**src/rtl/core/htfv_fifo.sv**
```systemverilog
module htfv_fifo #(
  parameter int unsigned Width = 8,
  parameter int unsigned Depth = 2
) (
  input  logic             clk_i,
  input  logic             rst_ni,
  input  logic             push_i,
  input  logic [Width-1:0] data_i,
  output logic             full_o,
  output logic             valid_o,
  output logic [Width-1:0] data_o
);

  localparam int unsigned PtrW = (Depth > 1) ? $clog2(Depth) : 1;
  localparam int unsigned CntW = $clog2(Depth + 1);

  logic [Width-1:0] mem_q [Depth];
  logic [PtrW-1:0]  wr_ptr_q, wr_ptr_d;
  logic [PtrW-1:0]  rd_ptr_q, rd_ptr_d;
  logic [CntW-1:0]  count_q, count_d;
  logic             pop;

  // The consumer drains one entry in every cycle that one is present.
  assign valid_o = (count_q != '0);
  assign full_o  = (count_q == CntW'(Depth));
  assign pop     = valid_o;
  assign data_o  = mem_q[rd_ptr_q];

  always_comb begin
    wr_ptr_d = wr_ptr_q;
    rd_ptr_d = rd_ptr_q;
    if (push_i) begin
      wr_ptr_d = (wr_ptr_q == PtrW'(Depth - 1)) ? '0 : wr_ptr_q + 1'b1;
    end
    if (pop) begin
      rd_ptr_d = (rd_ptr_q == PtrW'(Depth - 1)) ? '0 : rd_ptr_q + 1'b1;
    end
    count_d = count_q + CntW'(push_i) - CntW'(pop);
  end

  always_ff @(posedge clk_i or negedge rst_ni) begin
    if (!rst_ni) begin
      wr_ptr_q <= '0;
      rd_ptr_q <= '0;
      count_q  <= '0;
    end else begin
      wr_ptr_q <= wr_ptr_d;
      rd_ptr_q <= rd_ptr_d;
      count_q  <= count_d;
    end
  end

  always_ff @(posedge clk_i) begin
    if (push_i) begin
      mem_q[wr_ptr_q] <= data_i;
    end
  end

  // The fill level never passes the depth, and nobody writes into a full queue.
  a_count_bound: assert property (@(posedge clk_i) disable iff (!rst_ni)
    count_q <= CntW'(Depth))
    else $error("queue count beyond depth");

  a_no_push_full: assert property (@(posedge clk_i) disable iff (!rst_ni)
    push_i |-> !full_o)
    else $error("push into a full queue");

endmodule

```
**config.mk**
```make
export PLATFORM = sky130hd
export DESIGN_NAME = htfv_fifo
export DESIGN_NICKNAME = d
export VERILOG_FILES = /design/src/rtl/core/htfv_fifo.sv
export SDC_FILE = /design/constraint.sdc
export NUM_CORES = 1
export LEC_CHECK = 0
export ABC_AREA = 1
export ABC_CLOCK_PERIOD_IN_PS = 1800
export BUFFER_PORTS_ARGS = -buffer_cell sky130_fd_sc_hd__buf_2
export CAP_MARGIN = 10
export CORE_AREA = 2 2 58 60
export DETAILED_ROUTE_END_ITERATION = 10
export DIE_AREA = 0 0 60 62
export PLACE_DENSITY = 0.51
export SYNTH_ARGS = -nofsm -noshare
export SYNTH_HDL_FRONTEND = slang
export SYNTH_SLANG_ARGS = --single-unit
```
**constraint.sdc**
```tcl
create_clock -name clk_i -period 1.8 [get_ports clk_i]
set_clock_uncertainty 0.2 [all_clocks]
set_input_delay 0 -clock clk_i [delete_from_list [all_inputs] [get_ports clk_i]]
set_output_delay 0 -clock clk_i [all_outputs]
set_load 0.005 [all_outputs]
```
# == After elaboration in Yosys (flattened, before gate mapping) ==
# Memory sizes are Yosys's and may differ from the RTL's.
# Cells that the tools add are included.
# word_totals
inputBits,11
memories,1
ramBits,16
elab_cells,14
register_bits,4
output_inout_bits,10
# mem_list
memory,depth,width,read_ports,rd_clocked_by_memory_dff,write_ports,line_no,rtl
mem_q,2,8,1,0,1,17,logic [Width-1:0] mem_q [Depth];
# classes
mux,4
n_reduce_logical,1
n_eq_ne,1
n_addsub,4
# op_table
operator,count
$mux W1,4
$add A1 B1 Y1 const B,2
$add A2 B1 Y2,1
$eq A2 B2 Y1 const B,1
$reduce_bool A2 Y1,1
$sub A2 B1 Y2,1

# == Logic depth before layout (Yosys ltp) ==
# Gate-level depths: netlist of the first run.
# depth
ltp_word,2
ltp_mapped,5
ltp_nobuf,5

# == Worst setup path after synthesis of the first run ==
# No wires, ideal clock.
# synth_timing
path_kind,reg2reg
from,register wr_ptr_q
to,"memory mem_q[0][0], enable pin"
required_ns,1.230
arrival_ns,0.773
period_less_slack_ns,1.343
setup_time_ns,0.370
stages_incl_launch_ff,2
slack_ns,0.457
n_path_buf,0
path_cell_list,dfrtp_1 nor2_1
# synth_rtl
item,line_no,rtl
from (decl),18,"logic [PtrW-1:0] wr_ptr_q, wr_ptr_d;"
from (signal assigned),47,wr_ptr_q <= wr_ptr_d;
to (decl),17,
# Straight into the memory's write port.

# == Worst setup path after layout of the first run ==
# layout_timing
from,register rd_ptr_q
to,output port data_o[1]
# layout_between
elab_chain_len,1
# layout_rtl
item,line_no,rtl
from (decl),19,"logic [PtrW-1:0] rd_ptr_q, rd_ptr_d;"
from (signal assigned),48,rd_ptr_q <= rd_ptr_d;
$mem_v2 Z2 W8,n/a,
to (decl),11,output logic [Width-1:0] data_o
# No other way between the ends.

==> results.md, run 1 <==
- CP startpoint kind: flip-flop
- Max cap viols: 0
- Final hold vios: 0
- IO Pins: 21
- Worst slew margin: 77.98%
- Root Driver: clkbuf_4
- Row cnt: 21
- Final worst slack: 0.3057 ns
- Worst EP required: 1.60 ns
- H-tree depth: 1
- Die height: 62 µm
- Fin util: 33.84%
- Largest net degree at the start of global routing: 12
- Leak Pwr: 0.4863 nW
- Vias in the first global route: 443
- CP Class: reg2out
- Initial Util: 24.48%
- Clock tree sinks: 20
- Hold Crit Depth: 2
- Core ar.: 3179 µm²
- Crit-path max FO: 10
- WP data arrival: 1.29 ns
- Area Growth Syn to Fin: 38.26%
- R2r startpoint: count_q[1]$_DFF_PN0_
- Port buffer count: 20
- WP buf/inv: 2
- Total routed wirelength: 1.418 mm
- Peak VDD IR: 0.0002048 V
- Sequential fraction of the synthesis area: 74.60%
- Min Tclk post-route: 1.494 ns
- Worst Hold End: mem_q[0][1]$_DFFE_PP_
- TritonCTS clock tree: built
- RSZ-0062 raised after global routing: no
- Internal reg-to-reg setup slack: 0.57 ns
- CTS resizes: 0
- Synth Warn #: 0
- WL/cell: 9.712 µm
- Flops & latches, synth: 20
- Antenna violations before repair: 0
- Outcome: finished clean
- Endpoints failing setup: 0
- Critical Path Most Common Cell: nand2_1
- Crit-path cells: inv_2 > nand2_1 > nand2_1 > buf_2
- First-pass detailed-route iteration total: 2
- Final Slew Violations: 0
- R2R depth: 5
- Clock Path Buffers: 2
- Post-synthesis instance total: 64
- Maximum clock frequency: 0.6692 GHz
- Layout cell share with drive strength beyond 1: 28.00%
- Post-synth cell types: 12
- # DRC: 0
- Fin crit share: 83.02%
- CTS clk-pin slew, worst paths: 0.11 ns
- N_diodes: 0
- R2r endpoint: count_q[1]$_DFF_PN0_
- Via count: 544
- Nets: 113
- Global-route wire length before repair: 2.132 mm
- CP delay by family, top: flip-flops
- Slowest stage delay, CP: 0.55 ns
- Placer congestion estimate: 0.6785
- Syn_area_per_cell: 12.16 µm²
- Clk_lat worst skew: 0.30 ns
- Post-Synthesis Cell Area: 778.2 µm²
- Hold Path Class: in2reg
- Top post-synthesis cells by area: edfxtp_1 (62%), nand2_1 (14%), dfrtp_1 (13%)
- Worst Setup SP: rd_ptr_q$_DFFE_PN0P_
- Antenna Nets Post-Route: 0
- DP Wirelength: 1.048 mm
- Dpl ws: 0.5903 ns
- Final TNS setup: 0 ns
- Post-Syn Nets: 76
- Total gr overflow: 0
- Worst Setup End Kind: primary output
- Die area: 3720 µm²
- Pwr Density: 988.0 nW/µm²
- DR iter-0 viols: 14
- CTS buffer count: 3
- Die X: 60 µm
- Slowest-stage cell, CP: dfrtp_1
- Hold path start: data_i[1]
- Overall routing resource usage: 8.249%
- Synth top area share: 61.74%
- Yosys top cell by area: edfxtp_1
- Worst slew pin tran: 0.3303 ns
- Post-DR vias/cell: 3.726
-- report_power, final --
part	internal, W	switching, W
Sequential	0.000597	0.0000362
Clock	0.0000865	0.000137
Combinational	0.0000962	0.000110
-- through the flow --
stage          total power [W]  instances  hold slack [ns]  area, µm²
2_1_floorplan        0.0007402         64          -0.4956      778.2
3_3_place_gp         0.0008314        131          -0.3899      939.7
3_5_place_dp         0.0008403        131          -0.3867      939.7
4_1_cts               0.001081        146           0.2090       1076
5_1_grt               0.001134        146           0.2045       1076
6_report              0.001063        146           0.2134       1076
-- synthesized netlist by cell type --
library cell  number
nand2_1           29
edfxtp_1          16
dfrtp_1            4
inv_1              4
nor2_1             4
buf_6              1
ha_1               1
inv_2              1
nand2_2            1
nand3b_1           1
o21ai_2            1
xor2_1             1
-- cells in the final DEF (no fill, tap or decap), drive strengths merged --
master       instances
inv                  5
buf                 22
ha                   1
nor2                 4
o21ai                1
xor2                 1
nand3b               1
nand2               30
clkbuf               4
dlygate4sd3         11
edfxtp              16
dfrtp                4
-- cells by family (layout without fill, tap and decap cells) --
| family | count (synthesis) | count (layout) | synth area share [%] |
|---|---|---|---|
| fa+ha+maj | 1 | 1 | 1.607 |
| xor+xnor | 1 | 1 | 1.126 |
| simple gates | 35 | 35 | 17.68 |
| compound gates | 1 | 1 | 1.126 |
| flops | 20 | 20 | 74.60 |
| buf+inv | 6 | 42 | 3.857 |
-- how the worst max path moves through the flow --
stage               depth (start not counted)                     to
finish                                      4              data_o[1]
CTS                                         4              data_o[1]
detailed placement                          2  mem_q[1][7]$_DFFE_PP_
global route                                4              data_o[4]
floorplan                                   1  mem_q[0][0]$_DFFE_PP_
global placement                            2  mem_q[1][0]$_DFFE_PP_
-- final cells by class --
cell class,count,area (µm²)
fillers,330,2103
flip-flops and latches,20,580.6
clock buffers,4,26.28
well taps,46,57.56
inverters,5,18.77
repair buffers,33,225.2
multi-input cells,38,167.7
-- state kept, by name, summed over array words and instances, names as in the netlist --
register / flops
count_q: 2
mem_q: 16
rd_ptr_q: 1
wr_ptr_q: 1
-- per-layer routing --
| layer | track usage, % | vias up | wire, µm |
|---|---|---|---|
| met5 | 0 | - | 0 |
| met4 | 5.714 | 0 | 31 |
| met3 | 1.863 | 3 | 72 |
| met2 | 12.89 | 16 | 644 |
| met1 | 10.17 | 249 | 669 |
| li1 | - | 276 | - |
-- repair_timing --
item / in CTS / in global routing
setup endpoints to repair: 0 / 0
endpoints found under the hold margin: 23 / 0
setup buffers: 0 / 0
hold buffers: 11 / 0
Power figures use the tool's default switching activity.
==> run 2, diff against run 1 <==
Settings changed: ABC_CLOCK_PERIOD_IN_PS 1800 to 1200, PLACE_DENSITY 0.51 to 0.53.
Clock period 1.8 ns to 1.2 ns, I/O delays scaled along.
==> results.md, run 2 (same netlist as run 1, synthesis figures left out) <==
- Outcome: finished with violations (was finished clean)
- Failing checks: setup timing
- Total gr overflow: 0 (unchanged)
- Port buffer count: 20 (unchanged)
- Vias in the first global route: 540 (was 443)
- WP data arrival: 1.14 ns (was 1.29 ns)
- Overall routing resource usage: 8.322% (was 8.249%)
- H-tree depth: 1 (unchanged)
- Fill cell count: 319 (was 330)
- Top reg by flops: mem_q (unchanged)
- Maximum clock frequency: 0.7448 GHz
- Fin crit share: 111.9%
- Initial Util: 24.48% (unchanged)
- Commonest non-fill, non-tap cell in the layout: nand2_1 (unchanged)
- First-pass detailed-route iteration total: 4 (was 2)
- Most frequent cells in the layout: nand2_1 (23), buf_2 (20), edfxtp_1 (16) (was nand2_1 (29), buf_2 (20), edfxtp_1 (16))
- Nets: 121 (was 113)
- Worst Setup End Kind: primary output (unchanged)
- Die X: 60 µm (unchanged)
- Crit-path cells: buf_6 > nand2_2 > nand2_1 > buf_2 (was inv_2 > nand2_1 > nand2_1 > buf_2)
- IO Pins: 21 (unchanged)
- Worst slew pin tran: 0.2619 ns (was 0.3303 ns)
- N_diodes: 0 (unchanged)
- Final hold vios: 0 (unchanged)
- Root Driver: clkbuf_4 (unchanged)
- Largest regs: mem_q (16), count_q (2) (unchanged)
- Clock tree sinks: 20 (unchanged)
- Largest net degree at the start of global routing: 12 (unchanged)
- Peak VDD IR: 0.0003142 V (was 0.0002048 V)
- Antenna Nets Post-Route: 0 (unchanged)
- Min Tclk post-route: 1.343 ns
- DP Wirelength: 1.015 mm (was 1.048 mm)
- Dpl ws: -0.02578 ns (was 0.5903 ns)
- Die height: 62 µm (unchanged)
- Slowest-stage cell, CP: dfrtp_2 (was dfrtp_1)
- Placer congestion estimate: 0.6612 (was 0.6785)
- Max cap viols: 0 (unchanged)
- # DRC: 0 (unchanged)
- Endpoints failing setup: 18 (was 0)
- Worst EP required: 1.00 ns (was 1.60 ns)
- Max reg flops: 16 (unchanged)
- Antenna violations before repair: 0 (unchanged)
- TritonCTS clock tree: built (unchanged)
- RSZ-0062 raised after global routing: yes (was no)
- Global-route wire length before repair: 2.208 mm (was 2.132 mm)
- Final worst slack: -0.1426 ns (was 0.3057 ns)
- Leak Pwr: 0.5284 nW (was 0.4863 nW)
- Clk_lat worst skew: 0.29 ns (was 0.30 ns)
- CP startpoint kind: flip-flop (unchanged)
- WL/cell: 9.377 µm (was 9.712 µm)
- Core ar.: 3179 µm² (unchanged)
- Final Slew Violations: 0 (unchanged)
- Crit-path max FO: 6 (was 10)
- Row cnt: 21 (unchanged)
- Total Power: 0.001670 W (was 0.001063 W)
- Die area: 3720 µm² (unchanged)
- Worst slew margin: 82.50% (was 77.98%)
- Final TNS setup: -1.508 ns (was 0 ns)
- CTS clk-pin slew, worst paths: 0.11 ns (about the same)
- Clock Path Buffers: 2 (unchanged)
- DR iter-0 viols: 8 (was 14)
- Total routed wirelength: 1.444 mm (was 1.418 mm)
- Area Growth Syn to Fin: 53.70% (was 38.26%)
- Via count: 575 (was 544)
- Pwr Density: 1396 nW/µm² (was 988.0 nW/µm²)
- Hold Path Class: in2reg (unchanged)
- CP Class: reg2out (unchanged)
- Post-DR vias/cell: 3.734 (was 3.726)
- CTS buffer count: 3 (unchanged)
- Slowest stage delay, CP: 0.49 ns (was 0.55 ns)
- Layout cell share with drive strength beyond 1: 46.30% (was 28.00%)
[run 2: critical path, delay by kind of cell (launching register included)]
kind	cells	cell delay, ns
buf+inv	2	0.27
flops	1	0.49
simple gates	2	0.09
[run 2: timing repair]
item,in CTS,in global routing
hold buffers,11,1
endpoints found under the hold margin,39,19
resized for setup,13,7
setup buffers,5,1
pin swaps,8,2
setup endpoints to repair,26,19
[run 2: area by class of cell]
type                       instances  area (µm²)  area share [%]
timing repair buffer              41       296.5           24.79
multi-input combinational         38       210.2           17.57
tap                               46       57.56           4.812
clock buffer                       3       22.52           1.883
clock inverter                     1       3.754          0.3138
inverter                           5       23.77           1.987
sequential                        20       581.8           48.64
[run 2: layer usage]
layer	vias up	routed length, µm	global-route usage (%)
met5	-	0	0
met4	0	25	5.714
met3	2	54	1.242
met2	13	728	14.44
met1	265	636	9.468
li1	295	-	-
[run 2: stage by stage]
| stage | hold slack, ns | util (%) | area (µm²) | instances |
|---|---|---|---|---|
| floorplan | -0.4956 | - | 785.8 | 64 |
| global placement | -0.3883 | 30.26 | 962.2 | 133 |
| detailed placement | -0.3873 | 30.26 | 962.2 | 133 |
| CTS | 0.2182 | 36.84 | 1171 | 153 |
| global route | 0.2293 | 37.62 | 1196 | 154 |
| finish | 0.2232 | 37.62 | 1196 | 154 |
[run 2: path summary, 6_finish.rpt]
| check | start | end | slack, ns | depth (start not counted) |
|---|---|---|---|---|
| worst max-delay path | rd_ptr_q$_DFFE_PN0P_ | data_o[5] | -0.14 | 4 |
| worst min-delay path | data_i[6] | mem_q[1][6]$_DFFE_PP_ | 0.22 | 2 |
| worst max register to register | wr_ptr_q$_DFFE_PN0P_ | mem_q[0][3]$_DFFE_PP_ | -0.01 | 1 |
| worst min register to register | rd_ptr_q$_DFFE_PN0P_ | rd_ptr_q$_DFFE_PN0P_ | 0.45 | 2 |
| max in group asynchronous | rst_ni | rd_ptr_q$_DFFE_PN0P_ | 0.22 | 3 |
| min in group asynchronous | rst_ni | count_q[0]$_DFF_PN0_ | 0.39 | 3 |
[run 2: power breakdown]
group	switching (W)	leakage, nW	internal (W)
logic	0.000192	0.315	0.000201
registers	0.0000623	0.198	0.000897
clock network	0.000196	0.0154	0.000121
