$ cat src/rtl/core/htfv_pkg.sv
package htfv_pkg;

  // Field widths of the transaction and of the configuration registers.
  localparam int unsigned RadW     = 16;
  localparam int unsigned LenW     = 16;
  localparam int unsigned LevelW   = 17;
  localparam int unsigned AreaW    = 34;
  localparam int unsigned VolW     = 50;
  localparam int unsigned FlagW    = 2;
  localparam int unsigned CfgIdxW  = 1;

  // Binary angle: a full turn is 2^32, results stay within a quarter turn.
  localparam int unsigned AngleW   = 31;
  localparam int unsigned ZW       = 34;
  localparam logic [AngleW-1:0] QuarterTurn = 31'h4000_0000;

  // Pi with 62 fraction bits.
  localparam logic [63:0] PiQ62 = 64'hC90F_DAA2_2168_C235;

  typedef enum logic [CfgIdxW-1:0] {
    CFG_RADIUS = 1'b0,
    CFG_LENGTH = 1'b1
  } cfg_idx_e;

  typedef enum logic [FlagW-1:0] {
    RANGE_OK   = 2'd0,
    RANGE_OVER = 2'd1,
    RANGE_ZERO = 2'd2
  } range_e;

  // Classification of one level sample, carried along the back pipeline.
  typedef struct packed {
    logic zero_r;
    logic over;
    logic upper;
  } tag_t;

  // Entry of the queue between the front and the back.
  typedef struct packed {
    tag_t            tag;
    logic [RadW-1:0] offset;
  } item_t;

  // Arctangent of 2^-i in binary angle units.
  function automatic logic [31:0] atan_bin(input logic [4:0] idx);
    logic [31:0] val;
    case (idx)
      5'd0:  val = 32'h2000_0000;
      5'd1:  val = 32'h12E4_051E;
      5'd2:  val = 32'h09FB_385B;
      5'd3:  val = 32'h0511_11D4;
      5'd4:  val = 32'h028B_0D43;
      5'd5:  val = 32'h0145_D7E1;
      5'd6:  val = 32'h00A2_F61E;
      5'd7:  val = 32'h0051_7C55;
      5'd8:  val = 32'h0028_BE53;
      5'd9:  val = 32'h0014_5F2F;
      5'd10: val = 32'h000A_2F98;
      5'd11: val = 32'h0005_17CC;
      5'd12: val = 32'h0002_8BE6;
      5'd13: val = 32'h0001_45F3;
      5'd14: val = 32'h0000_A2FA;
      5'd15: val = 32'h0000_517D;
      5'd16: val = 32'h0000_28BE;
      5'd17: val = 32'h0000_145F;
      5'd18: val = 32'h0000_0A30;
      5'd19: val = 32'h0000_0518;
      5'd20: val = 32'h0000_028C;
      5'd21: val = 32'h0000_0146;
      5'd22: val = 32'h0000_00A3;
      5'd23: val = 32'h0000_0051;
      5'd24: val = 32'h0000_0029;
      5'd25: val = 32'h0000_0014;
      5'd26: val = 32'h0000_000A;
      5'd27: val = 32'h0000_0005;
      5'd28: val = 32'h0000_0003;
      5'd29: val = 32'h0000_0001;
      5'd30: val = 32'h0000_0001;
      default: val = 32'h0000_0000;
    endcase
    return val;
  endfunction

endpackage

$ cat src/rtl/core/htfv_front.sv
module htfv_front import htfv_pkg::*; (
  input  logic              clk_i,
  input  logic              rst_ni,
  input  logic              start_i,
  input  logic [LevelW-1:0] fill_level_i,
  input  logic [RadW-1:0]   radius_i,
  input  logic              q_full_i,
  output logic              busy_o,
  output logic              push_o,
  output item_t             item_o
);

  logic        valid_q, valid_d;
  item_t       item_q, item_d;
  logic        ready;
  logic        accept;
  logic [LevelW-1:0] rad_ext;
  logic [LevelW-1:0] diam;
  logic [LevelW-1:0] dist_wide;

  // The stage takes a new transaction once its entry has moved on to the queue.
  assign ready  = !valid_q || !q_full_i;
  assign accept = start_i && ready;
  assign busy_o = !ready;
  assign push_o = valid_q && !q_full_i;
  assign item_o = item_q;

  // Classify the level against the radius and fold it onto the lower half.
  always_comb begin
    rad_ext = {1'b0, radius_i};
    diam    = {radius_i, 1'b0};
    item_d.tag.zero_r = (radius_i == '0);
    item_d.tag.over   = (fill_level_i > diam);
    item_d.tag.upper  = (fill_level_i > rad_ext);
    dist_wide = item_d.tag.upper ? (fill_level_i - rad_ext) : (rad_ext - fill_level_i);
    if (item_d.tag.zero_r || item_d.tag.over) begin
      item_d.offset = '0;
    end else begin
      item_d.offset = dist_wide[RadW-1:0];
    end
  end

  assign valid_d = accept || (valid_q && q_full_i);

  always_ff @(posedge clk_i or negedge rst_ni) begin
    if (!rst_ni) begin
      valid_q <= 1'b0;
    end else begin
      valid_q <= valid_d;
    end
  end

  always_ff @(posedge clk_i) begin
    if (accept) begin
      item_q <= item_d;
    end
  end

endmodule

$ cat config.mk
export PLATFORM = sky130hd
export DESIGN_NAME = htfv_front
export DESIGN_NICKNAME = d
export VERILOG_FILES = /design/src/rtl/core/htfv_pkg.sv /design/src/rtl/core/htfv_front.sv
export SDC_FILE = /design/constraint.sdc
export NUM_CORES = 1
export LEC_CHECK = 0
export BUFFER_PORTS_ARGS = -buffer_cell sky130_fd_sc_hd__buf_2
export CAP_MARGIN = 20
export CORE_ASPECT_RATIO = 0.6
export CORE_MARGIN = 1
export CORE_UTILIZATION = 50
export CTS_BUF_LIST = sky130_fd_sc_hd__clkbuf_4
export CTS_CLUSTER_SIZE = 24
export DETAILED_ROUTE_END_ITERATION = 12
export GPL_TIMING_DRIVEN = 0
export PLACE_DENSITY = 0.85
export REMOVE_ABC_BUFFERS = 1
export SYNTH_ARGS = -nofsm -noshare
export SYNTH_HDL_FRONTEND = slang
export SYNTH_SLANG_ARGS = --single-unit
$ cat constraint.sdc
create_clock -name clk_i -period 2.45 [get_ports clk_i]
set_input_delay 0.49 -clock clk_i [delete_from_list [all_inputs] [get_ports clk_i]]
set_output_delay 0.49 -clock clk_i [all_outputs]
set_load 0.02 [all_outputs]
Word-level counts from Yosys, hierarchy flattened
Cells that the tools add are included.
{"block": "word_totals", "mem_bits_rw": 0, "ff_bits": 20, "romBits": 0, "latch_bits": 0, "memories": 0}
{"block": "op_classes", "multipliers": 0, "addsub": 2, "mux": 1, "n_shift": 0, "n_bitwise": 0, "n_lt_le_gt_ge": 2, "eq_ne": 0, "n_reduce_logical": 10, "div": 0}
{"operator": "subtractor 16 bit", "count": 2}
{"operator": "greater-than comparator 17 x 16 -> 1 bit", "count": 1}
{"operator": "greater-than comparator 17 bit", "count": 1}
{"operator": "logical NOT 16 bit", "count": 1}
{"operator": "2-to-1 mux 16 bit", "count": 1}
{"operator": "logical AND 1 bit", "count": 3}
{"operator": "logical NOT 1 bit", "count": 3}
{"operator": "logical OR 1 bit", "count": 3}

Logic depth before layout (Yosys ltp)
Gate-level depths: netlist of run 1.
{"block": "logic_depth", "depth_word": 4, "mapped_depth": 11, "mapped_depth_nobuf": 10}

Worst setup path after synthesis of run 1
Ideal clock, no wire load.
{"block": "synth_timing", "kind": "input to register", "startpoint": "input port fill_level_i[2]", "endpoint": "register item_q, in the netlist item_o[15] (data pin)", "setup_time_ns": 0.261, "n_path_buf": 0, "setup_slack_ns": -0.120, "arrival_time_ns": 2.309, "path_stages": 9, "path_cell_list": "inv_1 > ha_1 > and3_4 > a21bo_4 > a21oi_2 > or4_1 > a221o_1 > mux2i_1 > mux2i_1"}
{"block": "synth_via", "elab_chain_cells": 2, "word_cells_on_any_way": 6, "cone_classes": "add/sub: 2; order compare: 2; mux: 1; reduce/logical: 1"}
{"element": "start: declaration", "line": "htfv_front.sv:5", "rtl": "input logic [LevelW-1:0] fill_level_i,"}
{"element": "subtractor 16 bit (tied with other cells)", "line": "htfv_front.sv:35", "rtl": "dist_wide = item_d.tag.upper ? (fill_level_i - rad_ext) : (rad_ext - fill_level_i);"}
{"element": "2-to-1 mux 16 bit / logical OR 1 bit (equally long branches)", "line": "htfv_front.sv:35, htfv_front.sv:36"}
{"element": "end signal: assignment", "line": "htfv_front.sv:55", "rtl": "item_q <= item_d;"}
{"element": "end: declaration", "line": "htfv_front.sv:14", "rtl": "item_t item_q, item_d;"}
Parallel ways exist; a longest one is shown, timed or not.
A chain may end at the register's enable or synchronous reset.

Worst setup path after layout of run 1
{"block": "layout_timing", "startpoint": "input port fill_level_i[8]", "endpoint": "register item_q, in the netlist item_o[4] (data pin)"}
{"block": "layout_via", "elab_chain_cells": 2, "word_cells_on_any_way": 4, "cone_classes": "order compare: 2; mux: 1; reduce/logical: 1"}
{"element": "greater-than comparator 17 x 16 -> 1 bit / greater-than comparator 17 bit (equally long branches)", "line": "htfv_front.sv:34, htfv_front.sv:33"}
{"element": "2-to-1 mux 16 bit / logical OR 1 bit (equally long branches)", "line": "htfv_front.sv:35, htfv_front.sv:36"}
Parallel ways exist; a longest one is shown, timed or not.

==> impl_metrics.ini, run 1 <==
[sta]
setup_viol = 0
min_period_ns = 2.43
timing.hold.ws_ns = 0.363
setup_tns_ns = 0
final_max_slew_viol_count = 0
finalClockSkew_ns = 0.0148
tightest_slew_ns = 0.875
hold_viol_final = 0
clock.fmax_ghz = 0.411
max-slew-margin-rel = 0.414
finalCritPeriodShare = 0.992

[floorplanning]
ios = 58
core_mm2 = 0.00557
rows = 21
start_util = 0.520
die-area_mm2 = 0.00612
die_w_um = 100
die_y_um = 61.0

[clock_network]
clkSlewWorstSetupHoldPaths_ns = 0.13
clk_path_buf_depth = 2
cts_made_buffers = 3
htree_levels = 1
cts_tree = done
clockRootBuffer = clkbuf_4
insertion_delay_ns = 0.32
clock_sinks = 20

[critical_path]
required_ns = 2.60
crit_fanout = 11
critPathBufInv = 3
max_stage_delay_ns = 0.35
arrival_ns = 2.58
worst_setup_path_end_kind = flop
cp-start-kind = input port
crit_family = simple AND/OR/NAND/NOR gates
path_class = in2reg
crit_top_cell = mux2i_1
path_cells = buf_2, inv_1, ha_4, and4_1, nand2_1, nor3_4, mux2i_4, nand2_8, buf_4, mux2i_1, mux2i_1
critPathSlowestCell = ha_4

[finish]
synthToLayoutAreaGrowth_pct = 34.9
diodes = 0
nNetsFinal = 513
fin_cells = 506
fillers = 415
drive_gt1_frac = 0.383

[placed_design]
place.gp.congestion = 0.954
dp_cells = 467
post-dp-hpwl_um = 6530
portBuffers = 57

[synth]
yosysMostFrequentCell = ha_1
synth_area_leaders = ha_1, edfxtp_1, a21oi_1
yosys.area.top_type_share = 0.203
ys_warn_count = 0
syn_area_per_cell_um2 = 8.53
synth_cell_types = 69
netlist_area_mm2 = 0.00290
async_reset_ff_frac = 0.0500
synth_top_cell_by_area = ha_1
synthCells = 340
synth-seq-cells = 20
yosysSeqAreaShare = 0.205
synth_edf_count = 19
synth_common_cells = ha_1, inv_1, a21oi_1
ys.flop_type = edfxtp_1

[routing]
avgViaCountPerCell = 6.08
wl_um = 9380
vias = 3074
ant_nets = 0
drtPass1Iterations = 5
drc = 0
drtIter0Drc = 322
wire_per_inst_um = 18.5

[power]
power_density_mw_per_mm2 = 419
p_int_mw = 1.00
vdd_drop_max_v = 0.000208
pwr-share-clk = 0.168
swShare = 0.387
p_leak_nw = 1.82
seq_power_share = 0.263
combPwrFrac = 0.569
netSwitchingPower_mw = 0.634

[flow_run]
maxCapViolations = 0

[global_route]
grtUsageTotal = 0.276
grt_overflow = 0
antenna_found_initial = 0
grt_max_degree = 20
grt_pass1_vias = 2533
grt_pass1_wl_um = 12900

[run_status]
status = finished, final reports clean

[worst_hold_path]
hold_class = in2reg
-- repair_timing --
item / 4_1_cts / 5_1_grt
cloned: 0 / 1
gates resized for setup: 30 / 47
pin swaps: 7 / 23
setup endpoints to repair: 15 / 14
buffers inserted: 3 / 30
hold buffers: 1 / 0
hold endpoints to repair: 1 / 0
-- per-stage QoR --
step	power, mW	area (um2)	worst slack, ns	util
2_1_floorplan	0.919	2810	-0.193	-
3_3_place_gp	1.10	3200	-0.853	0.574
3_5_place_dp	1.12	3210	-0.608	0.576
4_1_cts	1.45	3460	0.00111	0.621
5_1_grt	1.71	3910	-0.0400	0.702
6_report	1.64	3910	0.0188	0.702
-- power by group through the flow --
stage / Clock [mW] / Sequential (mW) / Combinational, mW
CTS: 0.269 / 0.431 / 0.746
finish: 0.276 / 0.431 / 0.932
detailed placement: 0 / 0.439 / 0.679
floorplan: 0 / 0.484 / 0.434
global route: 0.283 / 0.435 / 0.996
global placement: 0 / 0.439 / 0.663
-- area by class of cell --
type	count	area, um2	share of cell area
multi-input cells	268	2420	0.620
clock inverters	1	30.0	0.00768
clock buffers	3	22.5	0.00576
inverters	41	160	0.0409
flip-flops and latches	20	596	0.152
repair buffers	93	578	0.148
well taps	80	100	0.0256
-- state kept, by name, indices dropped and copies added (netlist names) --
register	flops
valid_q	1
item_o	19
-- metal layers --
| metal | track usage | part of all wire |
|---|---|---|
| met5 | 0 | 0 |
| met4 | 0.0414 | 0.013 |
| met1 | 0.415 | 0.46 |
| met3 | 0.0726 | 0.11 |
| met2 | 0.399 | 0.42 |
-- cells by family (layout without fill, tap and decap cells) --
| kind of cell | after synthesis | count (layout) | share of synthesized area |
|---|---|---|---|
| AND/OR/NAND/NOR | 104 | 104 | 0.208 |
| AO/OA/AOI/OAI | 101 | 101 | 0.238 |
| buffers and inverters | 52 | 138 | 0.0824 |
| adder cells (fa/ha/maj) | 49 | 49 | 0.217 |
| flip-flops | 20 | 20 | 0.205 |
| multiplexers | 14 | 14 | 0.0501 |
-- worst reg2reg max path, stage by stage, from the launching register on --
cell and delay [ns]:
dfrtp_1 0.39, and2_1 0.18, nor2b_2 0.70
-- cell usage in the layout (no fill, tap or decap), types with 4 or more instances in the layout --
cell,netlist,layout
a21o_1,13,12
a21oi_1,34,29
a21oi_2,1,5
and4_1,5,5
buf_2,2,52
buf_4,3,37
clkbuf_4,0,4
edfxtp_1,19,19
ha_1,47,28
ha_4,0,17
inv_1,41,33
inv_2,0,6
mux2i_1,12,11
nand2_1,28,28
nand2b_1,6,6
nand3_1,9,8
nand4_1,10,10
nor2_1,6,6
nor3_1,9,6
nor4_1,4,4
o21ai_0,16,15
o21bai_1,4,4
-- worst paths after layout --
check | startpoint | end | slack (ns) | cells past startpoint
worst max-delay path | fill_level_i[8] | item_o[4]$_SDFFCE_PP0P_ | 0.02 | 11
worst min-delay path | start_i | valid_q$_DFF_PN0_ | 0.36 | 2
worst max register to register | valid_q$_DFF_PN0_ | item_o[4]$_SDFFCE_PP0P_ | 0.80 | 2
worst min register to register | valid_q$_DFF_PN0_ | valid_q$_DFF_PN0_ | 0.67 | 2
max in group asynchronous | rst_ni | valid_q$_DFF_PN0_ | 1.91 | 2
min in group asynchronous | rst_ni | valid_q$_DFF_PN0_ | 0.46 | 2
(Power assumes the default switching activity.)
==> inputs of run 2 (changes only) <==
- RECOVER_POWER: default -> 100
==> run 2 against run 1 <==
Routed wire length grew 0.29%. Power decreased by 0.50%. Global-route usage unchanged. Register-to-register slack got worse by 0.02 ns. Count of clock-buffer cells in the layout is the same. Sequential cell count is the same. Final cell count unchanged. Sequential share of layout area grew 0.10 points. Combinational power fell by 1%. Largest cell class unchanged.
==> impl_metrics.ini, run 2 (synthesis results as in run 1) <==
[routing]
drc = 0
ant_nets = 0
drtPass1Iterations = 6
wire_per_inst_um = 18.6
avgViaCountPerCell = 6.01
drtIter0Drc = 342
vias = 3041
wl_um = 9410

[clock_network]
clk_path_buf_depth = 2
clkSlewWorstSetupHoldPaths_ns = 0.13
insertion_delay_ns = 0.32
clock_sinks = 20
cts_made_buffers = 3
clockRootBuffer = clkbuf_4
cts_tree = done
htree_levels = 1

[floorplanning]
core_mm2 = 0.00557
die_y_um = 61.0
die-area_mm2 = 0.00612
start_util = 0.520
ios = 58
rows = 21
die_w_um = 100

[finish]
drive_gt1_frac = 0.333
synthToLayoutAreaGrowth_pct = 34.0
finalInstanceArea_mm2 = 0.00388
fillers = 431
layout_common_cells = buf_4, inv_1, buf_2
layout_commonest_cell = buf_4
regArea_um2 = 596
largest_reg_flops = 19
diodes = 0
multiInputGateArea_mm2 = 0.00242
nNetsFinal = 513

[placed_design]
post-dp-hpwl_um = 6530
post-place-ws_ns = -0.608
portBuffers = 57
post_dp_cell_area_mm2 = 0.00321
place.gp.congestion = 0.954

[critical_path]
required_ns = 2.60
worst_setup_path_end_kind = flop
path_cells = buf_2, inv_1, ha_4, and4_1, nand2_1, nor3_4, mux2i_4, nand2_8, buf_4, mux2i_1, mux2i_1
critPathBufInv = 3
arrival_ns = 2.59
cp-start-kind = input port
crit_top_cell = mux2i_1
path_class = in2reg
critPathSlowestCell = ha_4
max_stage_delay_ns = 0.36
crit_fanout = 11
crit_family = simple AND/OR/NAND/NOR gates

[sta]
setup_viol = 0
finalCritPeriodShare = 0.993
finalClockSkew_ns = 0.0141
setup_tns_ns = 0
fin_ws_ns = 0.0159
hold_viol_final = 0
max-slew-margin-rel = 0.410
min_period_ns = 2.43
tightest_slew_ns = 0.881
final_max_slew_viol_count = 0
clock.fmax_ghz = 0.411
timing.hold.ws_ns = 0.362

[run_status]
status = finished, final reports clean

[power]
vdd_drop_max_v = 0.000208
p_leak_nw = 1.76
power_density_mw_per_mm2 = 420
power_mw = 1.63

[global_route]
grt_overflow = 0
grt_pass1_wl_um = 12900
grt_pass1_vias = 2533
grtUsageTotal = 0.276
grt_max_degree = 20
antenna_found_initial = 0

[worst_hold_path]
hold_class = in2reg

[flow_run]
maxCapViolations = 0
==> run 2: path summary, 6_finish.rpt <==
check / from / to / slack (ns) / cells after the start
max: fill_level_i[8] / item_o[4]$_SDFFCE_PP0P_ / 0.02 / 11
max in group asynchronous: rst_ni / valid_q$_DFF_PN0_ / 1.91 / 2
min: start_i / valid_q$_DFF_PN0_ / 0.36 / 2
max reg2reg: valid_q$_DFF_PN0_ / item_o[4]$_SDFFCE_PP0P_ / 0.78 / 2
min reg2reg: valid_q$_DFF_PN0_ / valid_q$_DFF_PN0_ / 0.70 / 2
min in group asynchronous: rst_ni / valid_q$_DFF_PN0_ / 0.46 / 2
==> run 2: power breakdown <==
group / switching [mW] / internal [mW]
registers: 0.00740 / 0.425
clock network: 0.111 / 0.165
logic: 0.517 / 0.405
total: 0.635 / 0.995
==> run 2: cell type report <==
cell class,count,area share
Multi-Input combinational cell,268,0.624
Clock buffer,3,0.00580
Inverter,41,0.0412
Tap cell,80,0.0258
Timing Repair Buffer,93,0.142
Clock inverter,1,0.00773
Sequential cell,20,0.153
==> run 2: repair_timing <==
item | 4_1_cts | 5_1_grt
gates cloned | 0 | 1
pin swaps | 7 | 23
hold endpoints to repair | 1 | 0
endpoints found under the setup margin | 15 | 14
buffers inserted | 3 | 30
gates resized for setup | 30 | 47
hold buffers | 1 | 0
==> run 2: layer usage <==
layer  wire length (um)  track usage  part of all wire
met1               4370        0.415              0.46
met2               3960        0.399              0.42
met3                970       0.0726              0.10
met4                100       0.0414             0.011
met5                  0            0                 0
==> run 2: per-stage QoR <==
| step | instances | utilization |
|---|---|---|
| after global routing | 506 | 0.697 |
| after floorplan | 329 | - |
| final | 506 | 0.697 |
| after CTS | 475 | 0.621 |
| after detailed placement | 467 | 0.576 |
| after global placement | 466 | 0.574 |
==> inputs of run 3 (changes only) <==
- ABC_AREA: default -> 1
- MAX_ROUTING_LAYER: default -> met4
- PLACE_DENSITY: 0.85 -> 0.84
==> run 3 against run 2 <==
Sequential cell count unchanged. Highest routed layer unchanged. Non-clock buffer count decreased by 34. Hold slack better by 0.029 ns. Combinational power down 20%. Setup slack better by 0.069 ns. First-iteration DRC count decreased by 28%. Utilization down 12 points. Routed wire length decreased by 9.2%. Register-to-register slack worse by 0.24 ns. Final area down 8.6%.
==> impl_metrics.ini, run 3 <==
[global_route]
antenna_found_initial = 0
grtUsageTotal = 0.271
grt_pass1_wl_um = 14100
grt_max_degree = 17
grt_overflow = 0
grt_pass1_vias = 2959

[critical_path]
path_cells = buf_2, inv_1, ha_1, inv_1, nor2_1, nand2_1, nor2_1, nand2_2, a21oi_4, nand2_1, a21oi_1
crit_path_start = radius_i[15]
rr_startpoint = valid_q$_DFF_PN0_
r2r_cells = 4
arrival_ns = 2.50
crit_fanout = 14
path_class = in2reg
critPathSlowestCell = a21oi_4
worst_setup_path_end_kind = flop
crit-reg2reg-capture = item_o[10]$_SDFFCE_PP0P_
r2r_slack_ns = 0.54
max_stage_delay_ns = 0.41
cp-start-kind = input port
required_ns = 2.59

[sta]
setup_tns_ns = 0
clock.fmax_ghz = 0.423
finalClockSkew_ns = 0.00453
rsz0062_at_grt = false
max-slew-margin-rel = 0.588
setup_viol = 0
tightest_slew_ns = 0.616
min_period_ns = 2.36
timing.hold.ws_ns = 0.391
final_max_slew_viol_count = 0
finalCritPeriodShare = 0.965
fin_ws_ns = 0.0850
hold_viol_final = 0

[routing]
ant_nets = 0
avgViaCountPerCell = 5.07
drtPass1Iterations = 6
drtIter0Drc = 245
wl_um = 8540
wire_per_inst_um = 13.1
vias = 3305
drc = 0

[finish]
regArea_um2 = 596
synthToLayoutAreaGrowth_pct = 10.1
drive_gt1_frac = 0.0915
fillers = 632
multiInputGateArea_mm2 = 0.00216
diodes = 0
layout_commonest_cell = nand2_1
layout_common_cells = nand2_1, inv_1, ha_1
nNetsFinal = 655
largest_reg_flops = 19
finalInstanceArea_mm2 = 0.00355

[floorplanning]
start_util = 0.523
die_w_um = 106
ios = 58
core_mm2 = 0.00617
die_y_um = 64.2
die-area_mm2 = 0.00678
rows = 22

[worst_hold_path]
min_delay_path_depth = 3
worstHoldStart = start_i
hold_end = valid_q$_DFF_PN0_
hold_class = in2reg

[synth]
synth_edf_count = 19
synth_area_leaders = nand2_1, ha_1, edfxtp_1
synth_cell_types = 31
syn_area_per_cell_um2 = 6.25
synth-seq-cells = 20
synth_common_cells = nand2_1, inv_1, ha_1
async_reset_ff_frac = 0.0500
yosys.area.top_type_share = 0.218
netlist_area_mm2 = 0.00322
yosysMostFrequentCell = nand2_1
ys_warn_count = 0
yosysSeqAreaShare = 0.185
synthCells = 516
ys.flop_type = edfxtp_1
synth_top_cell_by_area = nand2_1

[flow_run]
maxCapViolations = 0

[clock_network]
clkSlewWorstSetupHoldPaths_ns = 0.11
cts_tree = done
clockRootBuffer = clkbuf_4
cts_made_buffers = 3
htree_levels = 1
clock_sinks = 20
clk_path_buf_depth = 2
insertion_delay_ns = 0.30

[placed_design]
portBuffers = 57
post_dp_cell_area_mm2 = 0.00354
place.gp.congestion = 0.954
post-place-ws_ns = -0.267
post-dp-hpwl_um = 7290

[power]
power_density_mw_per_mm2 = 375
vdd_drop_max_v = 0.000189
p_leak_nw = 2.06

[run_status]
status = finished, final reports clean
==> run 3: cell types whose count changed after synthesis, sizes merged, moves of 5 or more <==
cell,delta
a21o,-14
xor2,+17
o21ai,-13
and4,-5
nand2,+164
mux2i,-13
nand2b,-6
nand3,+20
inv,+62
nor2,+22
==> run 3: worst max path at each step <==
stage / end
global placement: item_o[2]$_SDFFCE_PP0P_
CTS: item_o[2]$_SDFFCE_PP0P_
global route: item_o[6]$_SDFFCE_PP0P_
detailed placement: item_o[2]$_SDFFCE_PP0P_
finish: item_o[6]$_SDFFCE_PP0P_
floorplan: item_o[2]$_SDFFCE_PP0P_
==> run 3: critical path, delay by kind of cell <==
family	cells	cell delay [ns]
fa+ha+maj	1	0.31
simple gates	5	0.89
buf+inv	3	0.22
compound gates	2	0.59
==> run 3: kinds of logic after synthesis <==
logic type	share of synthesized area
AOI/OAI and AO/OA	0.0761
xor gates and xnor gates	0.0489
adders and majority gates	0.195
buffers and inverters	0.146
DFF	0.185
and+or+nand+nor	0.349
==> run 3: timing repair <==
| action | 4_1_cts | 5_1_grt |
|---|---|---|
| buffers inserted | 0 | 0 |
| setup endpoints to repair | 0 | 16 |
| hold buffers | 1 | 0 |
| hold endpoints to repair | 1 | 0 |
| gates resized for setup | 0 | 3 |
==> run 3: power by group <==
part,internal (mW),total [mW],switching [mW]
Combinational,0.244,0.733,0.488
Sequential,0.422,0.431,0.00868
Clock,0.0745,0.169,0.0947
==> run 3: per-stage QoR <==
| step | power, mW | instances | utilization |
|---|---|---|---|
| after CTS | 1.34 | 652 | 0.580 |
| after global routing | 1.45 | 652 | 0.576 |
| after floorplan | 0.953 | 505 | - |
| after detailed placement | 1.17 | 647 | 0.574 |
| final | 1.33 | 652 | 0.576 |
| after global placement | 1.14 | 646 | 0.572 |
==> run 3: layout make-up <==
| cell class | instances | share of cell area |
|---|---|---|
| Tap cell | 84 | 0.0296 |
| Inverter | 103 | 0.109 |
| Sequential cell | 20 | 0.168 |
| Clock buffer | 4 | 0.00846 |
| Multi-Input combinational cell | 382 | 0.609 |
| Timing Repair Buffer | 59 | 0.0761 |
==> run 3: routing by layer <==
layer | track usage | vias up | wire (um)
met4 | 0.0156 | 0 | 10
met1 | 0.392 | 1494 | 4320
met3 | 0.0276 | 2 | 514
met5 | - | - | 0
li1 | - | 1700 | -
met2 | 0.427 | 109 | 3690
